$ cat src/design/hkmeq_pkg.sv
package hkmeq_pkg;

  // Function codes on the func input.
  localparam logic [1:0] FUNC_KEY = 2'd0;
  localparam logic [1:0] FUNC_REG = 2'd1;
  localparam logic [1:0] FUNC_POP = 2'd2;

  // Codes on the result_kind output.
  localparam logic [1:0] RK_TRIGGER = 2'd0;
  localparam logic [1:0] RK_POP     = 2'd1;
  localparam logic [1:0] RK_REG     = 2'd2;

  // Depth of the command queue between the front and back parts.
  localparam int CQ_DEPTH = 2;

  typedef enum logic [1:0] {
    CMD_KEY,
    CMD_REG,
    CMD_POP
  } cmd_kind_t;

  typedef struct packed {
    cmd_kind_t  kind;
    logic [7:0] mods;
    logic [7:0] key;
    logic [7:0] action;
  } cmd_t;

  // One hotkey table entry or one queued hotkey event.
  typedef struct packed {
    logic [7:0] mods;
    logic [7:0] key;
    logic [7:0] action;
  } entry_t;

  typedef struct packed {
    logic [1:0] kind;
    logic       event_kind;
    logic [7:0] key;
    logic [7:0] mods;
    logic [7:0] action;
    logic       ok;
  } result_t;

endpackage

$ cat src/design/hotkey_match_event_queue_core.sv
// A register command or a pop of an empty ring gets its result straight from the idle state, a pop
// of an event first reads the ring, and a key event scans 1 to TABLE_ENTRIES table entries.
// Throughput is set by the back part's table scan, one entry per cycle, and by its single
// result register: a new item starts only once the previous result has been taken.
// Reset clears the pointers, the fill count and all valid flags; table and ring contents
// are left as they are and are never read before they are written.
module hotkey_match_event_queue_core #(
  parameter int TABLE_ENTRIES = 16,
  parameter int QUEUE_SLOTS   = 32
) (
  input  logic       clk,
  input  logic       rst,
  input  logic       push,
  output logic       full,
  input  logic [1:0] func,
  input  logic [7:0] modifiers,
  input  logic [7:0] key,
  input  logic [7:0] action_id,
  output logic       empty,
  input  logic       pop,
  output logic [1:0] result_kind,
  output logic       event_kind,
  output logic [7:0] out_key,
  output logic [7:0] out_modifiers,
  output logic [7:0] out_action,
  output logic       ok
);
  import hkmeq_pkg::*;

  // The front part registers each accepted item and drops those that can never have an
  // effect: key events with no modifiers and the unused function code.
  logic    st_valid;
  cmd_t    st_cmd;
  logic    cq_full;

  // The command queue lets the front keep taking items while the back is busy scanning
  // the table or holding a result that has not been popped yet.
  logic    cq_valid;
  cmd_t    cq_cmd;
  logic    cq_take;

  logic    res_valid;
  result_t res;

  hkmeq_front u_front (
    .clk       (clk),
    .rst       (rst),
    .push      (push),
    .full      (full),
    .func      (func),
    .modifiers (modifiers),
    .key       (key),
    .action_id (action_id),
    .cmd_valid (st_valid),
    .cmd       (st_cmd),
    .cmd_full  (cq_full)
  );

  hkmeq_cmd_fifo u_cmd_fifo (
    .clk       (clk),
    .rst       (rst),
    .in_valid  (st_valid),
    .in_cmd    (st_cmd),
    .in_full   (cq_full),
    .out_valid (cq_valid),
    .out_cmd   (cq_cmd),
    .out_take  (cq_take)
  );

  // The back part owns the hotkey table and the event ring. It takes a command only from
  // its idle state and only while its result register is free, so each item's effects
  // are complete before the next one starts and results leave in item order.
  hkmeq_back #(
    .TABLE_ENTRIES (TABLE_ENTRIES),
    .QUEUE_SLOTS   (QUEUE_SLOTS)
  ) u_back (
    .clk       (clk),
    .rst       (rst),
    .cmd_valid (cq_valid),
    .cmd       (cq_cmd),
    .cmd_take  (cq_take),
    .res_valid (res_valid),
    .res       (res),
    .res_pop   (pop)
  );

  assign empty         = !res_valid;
  assign result_kind   = res.kind;
  assign event_kind    = res.event_kind;
  assign out_key       = res.key;
  assign out_modifiers = res.mods;
  assign out_action    = res.action;
  assign ok            = res.ok;

  // A popped result is never replaced in the same cycle; the register reads empty in the cycle after the pop.
  a_pop_clears: assert property (@(posedge clk) disable iff (rst)
    (pop && !empty) |=> empty)
    else $error("result register refilled in the cycle it was popped");

  // Back pressure to the user only comes from a full command queue.
  a_full_cause: assert property (@(posedge clk) disable iff (rst)
    full |-> (cq_full && st_valid))
    else $error("full raised while the command queue has room");

  // Pops never report success, and register status carries no event.
  a_pop_ok: assert property (@(posedge clk) disable iff (rst)
    (!empty && (result_kind == RK_POP)) |-> !ok)
    else $error("pop result reported ok");

  a_reg_no_event: assert property (@(posedge clk) disable iff (rst)
    (!empty && (result_kind == RK_REG)) |-> !event_kind)
    else $error("register status carries an event");

  // The back takes a command only while its result register is free.
  a_take_free: assert property (@(posedge clk) disable iff (rst)
    cq_take |-> (empty && cq_valid))
    else $error("command taken while a result is still waiting");

endmodule

$ cat src/design/hkmeq_front.sv
module hkmeq_front (
  input  logic            clk,
  input  logic            rst,
  input  logic            push,
  output logic            full,
  input  logic [1:0]      func,
  input  logic [7:0]      modifiers,
  input  logic [7:0]      key,
  input  logic [7:0]      action_id,
  output logic            cmd_valid,
  output hkmeq_pkg::cmd_t cmd,
  input  logic            cmd_full
);
  import hkmeq_pkg::*;

  logic stage_valid;
  cmd_t stage;
  cmd_t decoded;
  logic keep;

  // Items that can never produce a result or change state are dropped here.
  always_comb begin
    decoded.mods   = modifiers;
    decoded.key    = key;
    decoded.action = action_id;
    decoded.kind   = CMD_KEY;
    keep           = 1'b0;
    unique case (func)
      FUNC_KEY: begin
        decoded.kind = CMD_KEY;
        keep         = (modifiers != 8'd0);
      end
      FUNC_REG: begin
        decoded.kind = CMD_REG;
        keep         = 1'b1;
      end
      FUNC_POP: begin
        decoded.kind = CMD_POP;
        keep         = 1'b1;
      end
      default: begin
        decoded.kind = CMD_KEY;
        keep         = 1'b0;
      end
    endcase
  end

  assign full      = stage_valid & cmd_full;
  assign cmd_valid = stage_valid;
  assign cmd       = stage;

  always_ff @(posedge clk) begin
    if (rst) begin
      stage_valid <= 1'b0;
    end else if (push && !full) begin
      stage_valid <= keep;
    end else if (stage_valid && !cmd_full) begin
      stage_valid <= 1'b0;
    end
  end

  always_ff @(posedge clk) begin
    if (push && !full) begin
      stage <= decoded;
    end
  end

endmodule

$ cat src/design/hkmeq_cmd_fifo.sv
module hkmeq_cmd_fifo (
  input  logic            clk,
  input  logic            rst,
  input  logic            in_valid,
  input  hkmeq_pkg::cmd_t in_cmd,
  output logic            in_full,
  output logic            out_valid,
  output hkmeq_pkg::cmd_t out_cmd,
  input  logic            out_take
);
  import hkmeq_pkg::*;

  localparam int PTR_W = (CQ_DEPTH > 1) ? $clog2(CQ_DEPTH) : 1;
  localparam int CNT_W = $clog2(CQ_DEPTH + 1);

  cmd_t             slots [CQ_DEPTH];
  logic [PTR_W-1:0] wr_ptr;
  logic [PTR_W-1:0] rd_ptr;
  logic [CNT_W-1:0] count;
  logic             do_push;
  logic             do_pop;

  assign in_full   = (count == CNT_W'(CQ_DEPTH));
  assign out_valid = (count != '0);
  assign out_cmd   = slots[rd_ptr];
  assign do_push   = in_valid && !in_full;
  assign do_pop    = out_take && out_valid;

  always_ff @(posedge clk) begin
    if (rst) begin
      wr_ptr <= '0;
      rd_ptr <= '0;
      count  <= '0;
    end else begin
      if (do_push) begin
        wr_ptr <= (wr_ptr == PTR_W'(CQ_DEPTH - 1)) ? '0 : wr_ptr + 1'b1;
      end
      if (do_pop) begin
        rd_ptr <= (rd_ptr == PTR_W'(CQ_DEPTH - 1)) ? '0 : rd_ptr + 1'b1;
      end
      if (do_push && !do_pop) begin
        count <= count + 1'b1;
      end else if (do_pop && !do_push) begin
        count <= count - 1'b1;
      end
    end
  end

  always_ff @(posedge clk) begin
    if (do_push) begin
      slots[wr_ptr] <= in_cmd;
    end
  end

endmodule

$ cat src/design/hkmeq_back.sv
module hkmeq_back #(
  parameter int TABLE_ENTRIES = 16,
  parameter int QUEUE_SLOTS   = 32
) (
  input  logic               clk,
  input  logic               rst,
  input  logic               cmd_valid,
  input  hkmeq_pkg::cmd_t    cmd,
  output logic               cmd_take,
  output logic               res_valid,
  output hkmeq_pkg::result_t res,
  input  logic               res_pop
);
  import hkmeq_pkg::*;

  localparam int TIW = (TABLE_ENTRIES > 1) ? $clog2(TABLE_ENTRIES) : 1;
  localparam int CW  = $clog2(TABLE_ENTRIES + 1);
  localparam int PW  = $clog2(QUEUE_SLOTS);

  typedef enum logic [1:0] {
    S_IDLE,
    S_SCAN,
    S_POPRD
  } state_t;

  state_t        state;
  logic [CW-1:0] entry_count;
  logic [TIW-1:0] cmp_idx;
  logic [TIW:0]  cmp_idx_inc;
  logic [PW-1:0] wr_ptr;
  logic [PW-1:0] rd_ptr;
  logic [PW-1:0] wr_next;
  logic [PW-1:0] rd_next;
  logic [7:0]    srch_key;
  logic [7:0]    srch_mods;

  entry_t        tbl_mem [TABLE_ENTRIES];
  entry_t        tbl_q;
  entry_t        ring_mem [QUEUE_SLOTS];
  entry_t        ring_q;

  logic          idle_go;
  logic          room;
  logic          tbl_we;
  logic [TIW-1:0] tbl_raddr;
  logic          hit;
  logic          last;
  logic          ring_full;
  logic          ring_empty;
  logic          ring_we;

  always_comb begin
    wr_next     = (wr_ptr == PW'(QUEUE_SLOTS - 1)) ? '0 : wr_ptr + 1'b1;
    rd_next     = (rd_ptr == PW'(QUEUE_SLOTS - 1)) ? '0 : rd_ptr + 1'b1;
    ring_full   = (wr_next == rd_ptr);
    ring_empty  = (wr_ptr == rd_ptr);
    idle_go     = (state == S_IDLE) && cmd_valid && !res_valid;
    room        = (entry_count < CW'(TABLE_ENTRIES));
    tbl_we      = idle_go && (cmd.kind == CMD_REG) && room;
    cmp_idx_inc = {1'b0, cmp_idx} + 1'b1;
    last        = (cmp_idx_inc == (TIW + 1)'(entry_count));
    tbl_raddr   = (state == S_SCAN) ? cmp_idx_inc[TIW-1:0] : '0;
    hit         = (tbl_q.key == srch_key) && (tbl_q.mods == srch_mods);
    ring_we     = (state == S_SCAN) && hit && !ring_full;
  end

  assign cmd_take = idle_go;

  // Hotkey table: appended at the fill count, scanned one entry per cycle.
  always_ff @(posedge clk) begin
    if (tbl_we) begin
      tbl_mem[entry_count[TIW-1:0]] <= '{mods: cmd.mods, key: cmd.key, action: cmd.action};
    end
    tbl_q <= tbl_mem[tbl_raddr];
  end

  // Event ring: written at the write pointer, read at the read pointer.
  always_ff @(posedge clk) begin
    if (ring_we) begin
      ring_mem[wr_ptr] <= '{mods: srch_mods, key: srch_key, action: tbl_q.action};
    end
    ring_q <= ring_mem[rd_ptr];
  end

  always_ff @(posedge clk) begin
    if (rst) begin
      state       <= S_IDLE;
      entry_count <= '0;
      cmp_idx     <= '0;
      wr_ptr      <= '0;
      rd_ptr      <= '0;
      res_valid   <= 1'b0;
    end else begin
      if (res_valid && res_pop) begin
        res_valid <= 1'b0;
      end
      unique case (state)
        S_IDLE: begin
          if (idle_go) begin
            unique case (cmd.kind)
              CMD_REG: begin
                res_valid <= 1'b1;
                res       <= '{kind: RK_REG, event_kind: 1'b0, key: 8'd0, mods: 8'd0,
                               action: 8'd0, ok: room};
                if (room) begin
                  entry_count <= entry_count + 1'b1;
                end
              end
              CMD_POP: begin
                if (ring_empty) begin
                  res_valid <= 1'b1;
                  res       <= '{kind: RK_POP, event_kind: 1'b0, key: 8'd0, mods: 8'd0,
                                 action: 8'd0, ok: 1'b0};
                end else begin
                  rd_ptr <= rd_next;
                  state  <= S_POPRD;
                end
              end
              CMD_KEY: begin
                if (entry_count != '0) begin
                  srch_key  <= cmd.key;
                  srch_mods <= cmd.mods;
                  cmp_idx   <= '0;
                  state     <= S_SCAN;
                end
              end
              default: begin
                state <= S_IDLE;
              end
            endcase
          end
        end
        S_SCAN: begin
          if (hit) begin
            res_valid <= 1'b1;
            res       <= '{kind: RK_TRIGGER, event_kind: 1'b1, key: srch_key,
                           mods: srch_mods, action: tbl_q.action, ok: !ring_full};
            if (!ring_full) begin
              wr_ptr <= wr_next;
            end
            state <= S_IDLE;
          end else if (last) begin
            state <= S_IDLE;
          end else begin
            cmp_idx <= cmp_idx_inc[TIW-1:0];
          end
        end
        S_POPRD: begin
          res_valid <= 1'b1;
          res       <= '{kind: RK_POP, event_kind: 1'b1, key: ring_q.key, mods: ring_q.mods,
                         action: ring_q.action, ok: 1'b0};
          state     <= S_IDLE;
        end
        default: begin
          state <= S_IDLE;
        end
      endcase
    end
  end

endmodule
$ cat config.mk
export PLATFORM = sky130hd
export DESIGN_NAME = hotkey_match_event_queue_core
export DESIGN_NICKNAME = d
export VERILOG_FILES = /design/src/design/hkmeq_pkg.sv /design/src/design/hotkey_match_event_queue_core.sv /design/src/design/hkmeq_front.sv /design/src/design/hkmeq_cmd_fifo.sv /design/src/design/hkmeq_back.sv
export SDC_FILE = /design/constraint.sdc
export NUM_CORES = 1
export LEC_CHECK = 0
export BUFFER_PORTS_ARGS = -buffer_cell sky130_fd_sc_hd__buf_2
export CAP_MARGIN = 20
export CORE_ASPECT_RATIO = 2
export CORE_MARGIN = 2
export CORE_UTILIZATION = 63
export CTS_CLUSTER_DIAMETER = 30
export DETAILED_ROUTE_END_ITERATION = 8
export PLACE_DENSITY_LB_ADDON = 0.3
export SLEW_MARGIN = 20
export SYNTH_ARGS = -nofsm -noshare
export SYNTH_HDL_FRONTEND = slang
export SYNTH_SLANG_ARGS = --single-unit
$ cat constraint.sdc
create_clock -name clk -period 6.1 [get_ports clk]
set_input_delay 0.61 -clock clk [delete_from_list [all_inputs] [get_ports clk]]
set_output_delay 0.61 -clock clk [all_outputs]
set_load 0.05 [all_outputs]
# == Word level (Yosys, flattened, before mapping) ==
# Memory sizes are Yosys's and may differ from the RTL's. A register that Yosys moved wholly into a read port is not among the register bits.
# Index checks and enable logic that the tools add are counted.
# totals
output_inout_bits,30
word_cells,144
inputBits,30
mem_count,3
register_bits,97
ramBits,1204
# memory_table
memory,words,word_bits,read_ports,rd_clocked_by_memory_dff,write_ports,line_no,rtl
u_back.ring_mem,32,24,1,1,1,hkmeq_back.sv:39,entry_t ring_mem [QUEUE_SLOTS];
u_back.tbl_mem,16,24,1,1,1,hkmeq_back.sv:37,entry_t tbl_mem [TABLE_ENTRIES];
u_cmd_fifo.slots,2,26,1,1,1,hkmeq_cmd_fifo.sv:16,cmd_t slots [CQ_DEPTH];
# op_classes
order_cmp,1
bitwise_logic,4
n_eq_ne,26
mux,43
add_sub_neg,8
n_reduce_logical,37
# op_table
cell,count
two-way mux 28 bit,3
case mux 28 bit (3 select lines),1
case mux 28 bit (2 select lines),1
two-way mux 4 bit,6
== test 8 bit,2
two-way mux 1 bit,16
adder 5 x 1 -> 5 bit (second input constant),3
== test 5 bit,3
two-way mux 2 bit,7
logical AND 1 bit,13
!= test 2 bit (second input constant),6
AND reduction 6 bit,2
== test 5 bit (second input constant),2
two-way mux 5 bit,2
AND reduction 5 bit,2
!= test 3 bit (second input constant),3
== test 2 bit (second input constant),4
case mux 2 bit (2 select lines),2
case mux 4 bit (2 select lines),1
AND reduction 4 bit,2
nonzero test 2 bit,4
nonzero test 8 bit,1
== test 2 x 1 -> 1 bit (second input constant),3
logical NOT 1 bit,6
other kinds (18),24

# == Longest topological paths before layout ==
# depth
ltp_word,7
ltp_mapped,11
mapped_depth_nobuf,9

# == Hierarchy ==
# A second synthesis with hierarchy kept.
# hier_totals
cells_unflattened,2523
hier_area_um2,51679.6
# modules_own_cells
mod,cells_each,area_each_um2,instances,seq_area_each_um2
hkmeq_back,2373,48659.2,1,37315.8
hkmeq_cmd_fifo,106,2092.0,1,1661.6
hkmeq_front,43,924.6,1,800.8
hotkey_match_event_queue_core,1,3.8,1,0.0

# == Worst setup path after synthesis ==
# Ideal clock, no wire load.
# synth_timing
path_kind,flip-flop to flip-flop
from,reg (tool-made name)
to,"mem u_back.tbl_mem[3][0] (netlist name), enable pin"
stages_incl_launch_ff,9
n_path_buf,2
period_less_slack_ps,4224
required_time_ps,5665
setup_time_ps,435
setup_slack_ps,1876
arrival_ps,3789
path_cell_list,dfxtp_1 clkbuf_1 buf_1 mux2i_1 ha_1 inv_1 nor3b_2 nand2_1 nor3_1
# synth_rtl
element,line_no
to (decl),hkmeq_back.sv:37

# == Worst setup path after layout ==
# layout_timing
from,reg u_back.srch_mods[3]
to,"mem u_back.ring_mem[16][11] (netlist name), enable pin"
# layout_between
elab_chain_cells,6
# layout_lines
element,line_no,rtl
from (decl),hkmeq_back.sv:35,logic [7:0] srch_mods;
from (signal assigned),hkmeq_back.sv:122,srch_mods <= cmd.mods;
== test 8 bit,hkmeq_back.sv:63,hit = (tbl_q.key == srch_key) && (tbl_q.mods == srch_mods);
logical AND 1 bit,hkmeq_back.sv:63,
logical AND 1 bit (2 in a row),hkmeq_back.sv:64,ring_we = (state == S_SCAN) && hit && !ring_full;
two-way mux 1 bit,hkmeq_back.sv:79,if (ring_we) begin
two-way mux 1 bit (not written as such),hkmeq_back.sv:80,"ring_mem[wr_ptr] <= '{mods: srch_mods, key: srch_key, action: tbl_q.action};"
to (decl),hkmeq_back.sv:39,
# Every way passes these cells.

==> results.sh <==
export IMPL_status="finished clean"
export IMPL_synth_top_area_cell="edfxtp_1"
export IMPL_nFillCells=4515
export IMPL_dpl_hpwl_um=70600
export IMPL_syn_area_per_cell_um2=20.5
export IMPL_grt_use_total_pct=29.0
export IMPL_grt_max_degree=157
export IMPL_hold_violations=0
export IMPL_worst_ep_required_time_ps=6450
export IMPL_synth_edf_count=1274
export IMPL_finalSetupTns_ps=0
export IMPL_dr_total_vias=25400
export IMPL_tightest_slew_ps=1170
export IMPL_post_cts_setup_buffers=0
export IMPL_worstHoldStart="action_id[0]"
export IMPL_io_pin_count=60
export IMPL_ys_seq_area_share_pct=77.0
export IMPL_synth_cell_type_count=48
export IMPL_rows=148
export IMPL_cts_root_buf="clkbuf_16"
export IMPL_dieArea_um2=84500
export IMPL_synthArstFlopShare_pct=0
export IMPL_hold_path_class="primary input to register"
export IMPL_cpPeakStageDelay_ps=900
export IMPL_preCtsSetupSlack_ps=1700
export IMPL_die_w_um=207
export IMPL_grt_pass1_wl_um=173000
export IMPL_synth_ff_type="edfxtp_1"
export IMPL_diodes=0
export IMPL_cp_max_fo=34
export IMPL_period_share_pct=73.1
export IMPL_htreeDepth=4
export IMPL_skew_ps=26.4
export IMPL_p_total_mw=20.9
export IMPL_antenna_found_initial=1
export IMPL_slowest_stage="nor2_4"
export IMPL_drtPass1Iterations=7
export IMPL_cts_max_path_buffers=3
export IMPL_cts_hold_buf=0
export IMPL_ant_nets=0
export IMPL_finalSetupViolCount=0
export IMPL_portBuffers=59
export IMPL_die_h_um=409
export IMPL_cts_tree="yes"
export IMPL_ys_warn_count=0
export IMPL_yosys_register_bits=1350
export IMPL_drt_total_wl_um=119000
export IMPL_cts_inserted_buffers=132
export IMPL_postCtsResizedCells=0
export IMPL_stdcell_area_um2=58200
export IMPL_start_util_pct=63.6
export IMPL_final_util_pct=71.6
export IMPL_rsz0062_at_grt="no"
export IMPL_maxSlewHeadroom_pct=22.1
export IMPL_period_needed_ps=4460
export IMPL_crit_family="simple AND/OR/NAND/NOR gates"
export IMPL_power_leakage_nw=18.5
export IMPL_first_iter_violations=2709
export IMPL_wl_per_cell_um=31.1
export IMPL_syn_to_final_growth_pct=12.7
export IMPL_startpoint="u_back.srch_mods[3]$_DFFE_PP_"
export IMPL_drv_cap=0
export IMPL_synth_top_area_share_pct=74.0
export IMPL_cts_sinks=1350
export IMPL_num_nets_final=2719
export IMPL_reg2reg_from="u_back.srch_mods[3]$_DFFE_PP_"
export IMPL_drc=0
export IMPL_synth_nets=2580
export IMPL_place_congestion=0.819
export IMPL_insertion_delay_ps=730
export IMPL_fin_ws_ps=1640
export IMPL_path_class="register to register"
export IMPL_synth_area_um2=51700
export IMPL_drive_gt1_share_pct=27.0
export IMPL_crit_chain="buf_4 > xor2_1 > nor4_1 > nand4_1 > a311oi_2 > nand2_1 > nor2_4"
export IMPL_arrival_ps=4800
export IMPL_netlist_instances=2524
export IMPL_clk_pin_slew_ps=60
export IMPL_crit_buf_inv=1
export IMPL_core_area_um2=81300
export IMPL_ir_drop_mv=0.361
export IMPL_endpoint_kind="register"
export IMPL_synthTopCellsByArea="edfxtp_1 (74%), mux4_2 (12%), dfxtp_1 (2.9%)"
export IMPL_dpl_instance_area_um2=53700
export IMPL_power_density_nw_per_um2=358
export IMPL_max_freq_mhz=224
export IMPL_first_global_vias=26400
export IMPL_overflow=0
export IMPL_vias_per_cell=6.64
export IMPL_drv_slew=0
export IMPL_worstSetupStartpointType="register"
## worst register-to-register path, cell delays in order (launching register included)
cell and delay [ps]:
edfxtp_1 360, buf_4 240, xor2_1 210, nor4_1 510
nand4_1 590, a311oi_2 710, nand2_1 530, nor2_4 900
## cell type report
cell class	instances	area, um2	area share, %
clock buffer	150	3510	6.02
multi-input combinational	1018	11500	19.7
tap	1050	1310	2.26
clock inverter	94	1040	1.79
inverter	17	63.8	0.110
sequential	1350	39800	68.3
timing repair buffer	144	1010	1.73
## worst paths after layout
kind         slack [ps]  cells after the start                                 to
min                  60                      1           u_front.cmd[0]$_DFFE_PP_
max                1640                      7  u_back.ring_mem[16][11]$_DFFE_PP_
max reg2reg        1640                      7  u_back.ring_mem[16][11]$_DFFE_PP_
min reg2reg         440                      0  u_cmd_fifo.slots[0][14]$_DFFE_PP_
## cell usage after synthesis (all sizes together), types with 13 or more instances
master / count
mux4: 264
inv: 17
a211oi: 74
clkbuf: 80
xor2: 26
nor2: 68
a22oi: 24
nand3: 13
buf: 59
nand2: 121
a21oi: 38
dfxtp: 76
a311oi: 25
edfxtp: 1274
nor2b: 78
mux2i: 101
ha: 26
mux2: 49
o21ai: 13
a31oi: 27
## registers in the layout, summed over array words and instances, names as in the netlist, 5 cells and up, named ones only
register,flops
u_back.srch_mods,8
u_back.tbl_q,24
u_cmd_fifo.slots,52
u_back.rd_ptr,5
u_back.res,28
u_back.ring_q,24
u_back.srch_key,8
u_back.wr_ptr,5
u_back.tbl_mem,384
u_back.ring_mem,768
u_front.cmd,26
u_back.entry_count,5
## per-stage QoR
stage	hold WS (ps)	instances
6_report	55.4	3823
5_1_grt	34.5	3823
4_1_cts	8.97	3823
3_5_place_dp	431	3579
3_3_place_gp	424	3579
2_1_floorplan	421	2524
## cell usage in the layout, fill, tap and decap left out, types with 8 or more instances in the layout
master,instances
nor2_2,33
xor2_1,26
a22oi_1,24
clkbuf_16,138
dfxtp_1,69
inv_1,17
clkinv_1,12
ha_1,25
clkinv_2,20
buf_4,79
bufinv_16,14
nand2_1,119
a21oi_1,37
xnor2_1,12
edfxtp_1,1274
nor2b_1,78
clkinv_4,11
mux4_2,264
inv_6,17
a31oi_1,27
buf_2,59
nor2_1,22
clkinvlp_4,8
clkbuf_1,11
mux2_2,49
nand3_1,13
a211oi_1,74
mux2i_1,101
o21ai_0,13
a311oi_1,24
nor2_4,13
## per-layer routing
layer	global-route usage (%)	wire, um	share of wire [%]	vias up
met2	54.0	67900	57	1223
met1	31.6	38000	32	13200
met3	4.38	6560	5.5	333
li1	-	-	-	10600
met4	14.2	6350	5.3	2
met5	0	11	0.0093	-
## where the power goes
part	leakage (nW)	switching [mW]	internal, mW
combinational	4.11	1.24	0.439
clock	2.22	3.57	4.83
sequential	12.1	0.0994	10.7
total	18.5	4.91	15.9
## kinds of logic (layout without fill, tap and decap cells)
family	Yosys count	in the layout	share of synthesized area (%)
AOI/OAI and AO/OA	214	214	2.90
xor gates and xnor gates	39	39	0.690
adders and majority gates	26	26	0.630
buffers and inverters	156	405	1.23
DFF	1350	1350	77.0
muxes	414	414	14.5
and+or+nand+nor	325	325	3.04
Power figures use the tool's default switching activity.
